==> config.mk <==
export PLATFORM = sky130hd
export DESIGN_NAME = pixel_saturation_adjust
export DESIGN_NICKNAME = d
export VERILOG_FILES = /design/src/rtl/psa_pkg.sv /design/src/rtl/pixel_saturation_adjust.sv
export SDC_FILE = /design/constraint.sdc
export NUM_CORES = 2
export LEC_CHECK = 0
export BUFFER_PORTS_ARGS = -buffer_cell sky130_fd_sc_hd__buf_2
export CAP_MARGIN = 10
export CORE_UTILIZATION = 35
export DETAILED_ROUTE_END_ITERATION = 7
export PLACE_DENSITY = 0.56
export SETUP_SLACK_MARGIN = 0.5
export SYNTH_ARGS = -nofsm -noshare
export SYNTH_HDL_FRONTEND = slang
export SYNTH_SLANG_ARGS = --single-unit
==> constraint.sdc <==
create_clock -name clock -period 5.5 [get_ports clock]
set_clock_uncertainty 0.15 [all_clocks]
set_input_delay 0 -clock clock [delete_from_list [all_inputs] [get_ports clock]]
set_output_delay 0 -clock clock [all_outputs]
set_load 0.005 [all_outputs]
==> src/rtl/psa_pkg.sv <==
// shared types and constants for the pixel saturation adjust block
`default_nettype none
package psa_pkg;

   localparam int PIX_W     = 8;
   localparam int NUM_CH    = 3;
   localparam int WEIGHT_W  = 16;
   localparam int LUMA_SHIFT = 16;
   localparam int LPROD_W   = PIX_W + WEIGHT_W;
   localparam int DIFF_W    = PIX_W + 1;
   localparam int SCALE_W   = 16;
   localparam int SPROD_W   = DIFF_W + SCALE_W;
   localparam int SUM_W     = SPROD_W + 1;
   localparam int CSR_DATA_W = 32;
   localparam int CSR_ADDR_W = 3;

   localparam logic [PIX_W-1:0] PIX_MAX = 8'd255;

   // luma weights over 2^16, index 0 red, 1 green, 2 blue
   localparam logic [NUM_CH-1:0][WEIGHT_W-1:0] LUMA_W = {16'd7209, 16'd38666, 16'd19661};

   localparam logic signed [SCALE_W-1:0] SCALE_RESET = 16'sd256;

   typedef enum logic [0:0] {
      REG_SATURATION_SCALE = 1'b0,
      REG_UNUSED           = 1'b1
   } reg_index_type;

   typedef logic [NUM_CH-1:0][PIX_W-1:0] pixel_type;

endpackage
`default_nettype wire

==> src/rtl/pixel_saturation_adjust.sv <==
// pixel saturation adjust: luma-weighted rgb saturation with a signed scale
//
// usage: one rgb pixel is a word on the req_ channel (valid/ready), the
// adjusted pixel comes back as one word on the rsp_ channel (valid/ready).
// each channel becomes (c - luma) * scale / 2^SCALE_FRAC_BITS + luma, floored
// and clamped to 0..255; luma = (19661r + 38666g + 7209b) >> 16.
// the scale register sits at csr_ address 0 (apb-style, no wait states) and
// may only be changed while no word is in flight.
// an accepted word moves through the register stages in order and leaves the
// output register once the receiver is ready.
// throughput: one word per cycle while not stalled; each of the four register
// stages (luma products, luma and differences, scale products, floor/add/clamp
// into the output register) moves when the stage after it is empty or moving.
// reset clears all stage valid bits and loads the scale with 256 (identity).
// when the receiver stalls, words pile up in empty stages behind the output
// register; req_ready drops only once every stage holds a word.
`default_nettype none
module pixel_saturation_adjust
   import psa_pkg::*;
#(
   parameter int SCALE_FRAC_BITS = 8
) (
   input  wire logic                   clock,
   input  wire logic                   reset,
   input  wire logic                   req_valid,
   output      logic                   req_ready,
   input  wire logic [PIX_W-1:0]       req_red_in,
   input  wire logic [PIX_W-1:0]       req_green_in,
   input  wire logic [PIX_W-1:0]       req_blue_in,
   output      logic                   rsp_valid,
   input  wire logic                   rsp_ready,
   output      logic [PIX_W-1:0]       rsp_red_out,
   output      logic [PIX_W-1:0]       rsp_green_out,
   output      logic [PIX_W-1:0]       rsp_blue_out,
   input  wire logic                   csr_psel,
   input  wire logic                   csr_penable,
   input  wire logic                   csr_pwrite,
   input  wire logic [CSR_ADDR_W-1:0]  csr_paddr,
   input  wire logic [CSR_DATA_W-1:0]  csr_pwdata,
   output      logic [CSR_DATA_W-1:0]  csr_prdata,
   output      logic                   csr_pready
);

   // configuration register
   logic signed [SCALE_W-1:0] scale_ff, scale_in;
   reg_index_type             csr_index;
   logic                      csr_write;

   // stage valids
   logic v1_ff, v2_ff, v3_ff, v4_ff;
   logic v1_in, v2_in, v3_in, v4_in;
   logic adv1, adv2, adv3, adv4;

   // stage 1: luma products
   pixel_type                           ch1_ff, ch1_in;
   logic [NUM_CH-1:0][LPROD_W-1:0]      lprod1_ff, lprod1_in;
   // stage 2: luma and differences
   logic [PIX_W-1:0]                    luma2_ff, luma2_in;
   logic signed [DIFF_W-1:0]            diff2_ff [NUM_CH];
   logic signed [DIFF_W-1:0]            diff2_in [NUM_CH];
   // stage 3: scale products
   logic [PIX_W-1:0]                    luma3_ff, luma3_in;
   logic signed [SPROD_W-1:0]           sprod3_ff [NUM_CH];
   logic signed [SPROD_W-1:0]           sprod3_in [NUM_CH];
   // stage 4: output register
   pixel_type                           out4_ff, out4_in;

   logic [LPROD_W:0]                    luma_sum;
   logic signed [SPROD_W-1:0]           floored [NUM_CH];
   logic signed [SUM_W-1:0]             adjusted [NUM_CH];

   // ---------------------------------------------------------------- csr
   assign csr_pready = 1'b1;
   assign csr_index  = reg_index_type'(csr_paddr[CSR_ADDR_W-1]);
   assign csr_write  = csr_psel & csr_penable & csr_pwrite & csr_pready;

   always_comb begin
      scale_in = scale_ff;
      if (csr_write && csr_index == REG_SATURATION_SCALE) begin
         scale_in = signed'(csr_pwdata[SCALE_W-1:0]);
      end
   end

   always_comb begin
      case (csr_index)
         REG_SATURATION_SCALE: csr_prdata = CSR_DATA_W'(scale_ff);
         default:              csr_prdata = '0;
      endcase
   end

   // ---------------------------------------------------------- flow control
   assign adv4      = !v4_ff || rsp_ready;
   assign adv3      = !v3_ff || adv4;
   assign adv2      = !v2_ff || adv3;
   assign adv1      = !v1_ff || adv2;
   assign req_ready = adv1;

   assign v1_in = adv1 ? req_valid : v1_ff;
   assign v2_in = adv2 ? v1_ff : v2_ff;
   assign v3_in = adv3 ? v2_ff : v3_ff;
   assign v4_in = adv4 ? v3_ff : v4_ff;

   // ---------------------------------------------------------------- datapath
   always_comb begin
      ch1_in = {req_blue_in, req_green_in, req_red_in};
      for (int i = 0; i < NUM_CH; i++) begin
         lprod1_in[i] = LPROD_W'(ch1_in[i]) * LPROD_W'(LUMA_W[i]);
      end
   end

   always_comb begin
      luma_sum = (LPROD_W+1)'(lprod1_ff[0]) + (LPROD_W+1)'(lprod1_ff[1])
               + (LPROD_W+1)'(lprod1_ff[2]);
      luma2_in = luma_sum[LUMA_SHIFT +: PIX_W];
      for (int i = 0; i < NUM_CH; i++) begin
         diff2_in[i] = signed'({1'b0, ch1_ff[i]}) - signed'({1'b0, luma2_in});
      end
   end

   always_comb begin
      luma3_in = luma2_ff;
      for (int i = 0; i < NUM_CH; i++) begin
         sprod3_in[i] = SPROD_W'(diff2_ff[i]) * SPROD_W'(scale_ff);
      end
   end

   // arithmetic shift floors toward minus infinity, then clamp
   always_comb begin
      for (int i = 0; i < NUM_CH; i++) begin
         floored[i]  = sprod3_ff[i] >>> SCALE_FRAC_BITS;
         adjusted[i] = SUM_W'(floored[i]) + signed'(SUM_W'(luma3_ff));
         if (adjusted[i] < 0) begin
            out4_in[i] = '0;
         end else if (adjusted[i] > signed'(SUM_W'(PIX_MAX))) begin
            out4_in[i] = PIX_MAX;
         end else begin
            out4_in[i] = adjusted[i][PIX_W-1:0];
         end
      end
   end

   // ---------------------------------------------------------------- registers
   always_ff @(posedge clock) begin
      if (reset) begin
         scale_ff <= SCALE_RESET;
         v1_ff    <= 1'b0;
         v2_ff    <= 1'b0;
         v3_ff    <= 1'b0;
         v4_ff    <= 1'b0;
      end else begin
         scale_ff <= scale_in;
         v1_ff    <= v1_in;
         v2_ff    <= v2_in;
         v3_ff    <= v3_in;
         v4_ff    <= v4_in;
      end
   end

   always_ff @(posedge clock) begin
      if (adv1) begin
         ch1_ff    <= ch1_in;
         lprod1_ff <= lprod1_in;
      end
      if (adv2) begin
         luma2_ff <= luma2_in;
         diff2_ff <= diff2_in;
      end
      if (adv3) begin
         luma3_ff  <= luma3_in;
         sprod3_ff <= sprod3_in;
      end
      if (adv4) begin
         out4_ff <= out4_in;
      end
   end

   assign rsp_valid     = v4_ff;
   assign rsp_red_out   = out4_ff[0];
   assign rsp_green_out = out4_ff[1];
   assign rsp_blue_out  = out4_ff[2];

endmodule
`default_nettype wire

### After elaboration in Yosys (flattened, before gate mapping)

Index checks and enable logic that the tools add are counted.

* logic and storage cells: 58
* bits of input ports: 66
* output and inout port bits: 59
* register bits after elaboration: 253

* bitwise gates (word level): 3
* reduce and logical (&&, ||, !) cells: 9
* order comparisons: 6
* multiplexer cells: 4
* multiply operators: 6
* add/sub/neg operators: 8

Operator list (count)
* $mul 9x16->25: 3
* $add 17x9->18: 3
* $gt 18x9->1 const B: 3
* $lt 18x1->1 const B: 3
* $mul 8x15->23 const B: 2
* $mux 32: 1
* $sub 8x8->9: 3
* $add 23x24->24: 1
* $add 24x21->24: 1
* $mux 8: 3
* $mul 8x13->21 const B: 1
* $logic_not 1->1: 4
* $logic_or 1x1->1: 4
* $and 1x1->1: 2
* $logic_and 1x1->1: 1
* $not 1->1: 1

### Depth between registers and ports, before layout

* word-level depth: 5
* depth in mapped cells: 20
* mapped depth without buffers: 20

### Least setup slack after synthesis

Ideal clock, no wire load.

* path kind: flip-flop to flip-flop
* from: register scale_ff[7]
* to: register sprod3_ff, in the netlist floored[15] (data pin)
* stages on the path, launching flop included: 21
* path buffers: 2
* library setup time: 0.258 ns
* data required time: 5.092 ns
* clock period less this slack: 5.734 ns
* arrival: 5.327 ns
* slack: -0.234 ns
* cell sequence: dfxtp_1 clkbuf_1 clkbuf_1 nand2_1 fa_1 inv_1 fa_1 inv_1 fa_1 inv_1 fa_1 ha_1 ha_1 a21o_1 a2111oi_0 a2111oi_0 o21ai_1 a211oi_1 or3_1 a21oi_1 xnor2_1

RTL lines
* start, declared: line pixel_saturation_adjust.sv:45 `logic signed [SCALE_W-1:0] scale_ff, scale_in;`
* start signal, assigned: line pixel_saturation_adjust.sv:151 `scale_ff <= scale_in;`
* end signal, assigned: line pixel_saturation_adjust.sv:170 `sprod3_ff <= sprod3_in;`
* end, declared: line pixel_saturation_adjust.sv:63 `logic signed [SPROD_W-1:0] sprod3_ff [NUM_CH];`

==> results.toml <==
[global_routing]
grt_pass1_wl_mm = 112
grt_pass1_vias = 20796
grtUsageTotal_pct = 16.5
antenna_found_initial = 0
overflow = 0
grt_max_degree = 86

[synth]
synth.avg_cell_area_um2 = 10.3
synth_edf_count = 202
ys_dominant_reg_cell = "edfxtp_1"
synth_cells = 2871
syn_area_mm2 = 0.0295
synth_most_common_cell = "inv_1"
synth_top_area_cell = "fa_1"
synth_common_cells = "inv_1, fa_1, ha_1"
ys_ff_latch = 222
yosys_warnings = 0
synth.area.top_cells = "fa_1, edfxtp_1, ha_1"
synthArstFlopShare_pct = 0
syn_nets = 3750
yosysTopAreaCellShare_pct = 29.1
ys_seq_area_share_pct = 21.9
yosysUniqueCellTypes = 74

[sta]
worstMarginPinSlew_ps = 1120
setup_violations = 0
rsz0062_at_grt = "yes"
finalHoldViolations = 0
final.period_utilization_pct = 98.1
post-route-min-period_ps = 5400
drv_slew = 0
max_freq_mhz = 185
slew_headroom_pct = 25.3
whs_ps = 78.8

[setup_path]
end_kind = "flip-flop"
required_ps = 5680
rr_worst_depth = 17
crit_fanout = 4
critPathKind = "flip-flop to flip-flop"
startpoint_type = "flip-flop"
cp.arrival_ps = 5580

[route]
drt_first_pass_iters = 5
drtIter0Drc = 907
ant_nets = 0
routed_wirelength_mm = 70.7
avgRoutedWirePerCell_um = 16.6
vias_per_cell = 4.81
drc_errors = 0
vias = 20511

[floorplanning]
ios = 125
start_util_pct = 35.3
die_y_um = 292
die_w_um = 292
die-area_mm2 = 0.0854
rows = 106
core_mm2 = 0.0834

[run]
drv_cap = 0

[cells_and_area]
fin_area_mm2 = 0.0352
drive_above_1_share_pct = 15.5
area_growth_pct = 19.3
fillCellCount = 8001
nNetsFinal = 4039
final_cells = 4263

[place]
dpl.hpwl_mm = 54.7
place.gp.congestion = 0.829
dp.cells = 4052
io_buffers = 105
placed_area_mm2 = 0.0319

[power]
p_per_area_mw_per_mm2 = 638
finalPower_mw = 22.4
ir_drop_mv = 0.538
leakage_nw = 17.0

[clock_network]
clk_pin_slew_worst_paths_ps = 60
insertion_delay_ps = 590
cts_num_sinks = 222
h-tree-depth = 1
numCtsBuffers = 29
cts_tree = "done"
root_buffer = "clkbuf_16"
clk_path_buf_depth = 3

[hold_path]
hp-class = "input pin to flip-flop"
hold_depth = 4

[status]
status = "finished, final reports clean"
## routing by layer
layer | wire length, µm | share of wire (%) | GRT usage (%) | vias up
met4 | 1940 | 2.7 | 4.43 | 0
met5 | 0 | 0 | 0 | -
li1 | - | - | - | 9920
met3 | 2310 | 3.3 | 1.51 | 92
met1 | 31400 | 44 | 21.7 | 10186
met2 | 35000 | 49 | 29.0 | 313
## placed cells by master (no fill, tap or decap), types with 30 or more instances in the layout
| cell type | netlist | final |
|---|---|---|
| a21oi_1 | 112 | 94 |
| dlygate4sd3_1 | 0 | 68 |
| o21ai_0 | 44 | 33 |
| buf_2 | 0 | 107 |
| xnor2_1 | 105 | 104 |
| inv_1 | 458 | 447 |
| a21o_1 | 32 | 32 |
| buf_6 | 0 | 30 |
| xor2_1 | 45 | 45 |
| and2_1 | 198 | 186 |
| buf_4 | 17 | 127 |
| clkbuf_16 | 0 | 31 |
| nand2_1 | 277 | 260 |
| nor2_1 | 121 | 118 |
| o21a_1 | 33 | 33 |
| ha_1 | 384 | 370 |
| fa_1 | 429 | 416 |
| edfxtp_1 | 202 | 202 |
## power by group
part	total (mW)	leakage (nW)	switching, mW	internal (mW)
registers	4.10	2.31	0.587	3.52
logic	16.5	14.2	9.01	7.45
clock network	1.87	0.452	0.767	1.11
## metrics by stage
step	utilization, %	setup WS, ps	TNS, ps
after floorplan	-	255	0
after global routing	42.1	-43.2	-49.6
after CTS	41.5	168	0
final	42.1	102	0
after global placement	38.3	24.9	0
after detailed placement	38.3	-24.5	-38.1
## layout make-up
cell class              instances  area, µm²  area share [%]
inverters                     458       1720            4.89
diodes                          2       5.00          0.0142
clock inverters                20        201           0.573
repair buffers                361       3150            8.97
multi-input cells            2088      21500            61.1
flip-flops and latches        222       6510            18.5
well taps                    1080       1350            3.84
clock buffers                  32        737            2.10
## sequential cells by signal (all words and copies together), names as in the netlist
signal,flops
v1_ff,1
lprod1_ff,60
floored,51
v2_ff,1
scale_ff,16
diff2_ff,27
rsp_red_out,8
v3_ff,1
luma2_ff,8
luma3_ff,8
rsp_blue_out,8
rsp_valid,1
ch1_ff,24
rsp_green_out,8
## final timing paths
check,startpoint,endpoint,slack [ps]
setup / recovery,diff2_ff[0],floored[15],100
hold / removal,csr_penable,scale_ff[3],80
setup reg to reg,diff2_ff[0],floored[15],100
hold reg to reg,luma2_ff[4],luma3_ff[4],270
## logic make-up after synthesis
logic type	count (synthesis)	share of synthesized area, %
flip-flops	222	21.9
multiplexers	5	0.174
buffers and inverters	561	7.36
adder cells (fa/ha/maj)	813	45.4
XOR/XNOR	150	4.46
AO/OA/AOI/OAI	349	7.69
other	1	0.0127
AND/OR/NAND/NOR	770	12.9
## worst max-delay path: stages, from the launching register on
cell and delay (ps):
edfxtp_1 430, buf_4 150, nand2_2 50, fa_1 510
inv_2 50, fa_1 530, fa_1 440, fa_1 500
fa_1 520, ha_4 310, and4_1 170, nand4_1 160
a2111oi_4 400, o21ai_2 160, a211oi_2 280, or3_4 180
a21oi_2 50, xnor2_1 120
## what timing repair did
item	4_1_cts	5_1_grt
resized for setup	105	89
cloned	7	2
endpoints found under the setup margin	35	42
setup buffers	57	23
hold buffers	68	0
endpoints found under the hold margin	58	0
pin swaps	50	73
Note: power is estimated with default switching activity, not from simulation.
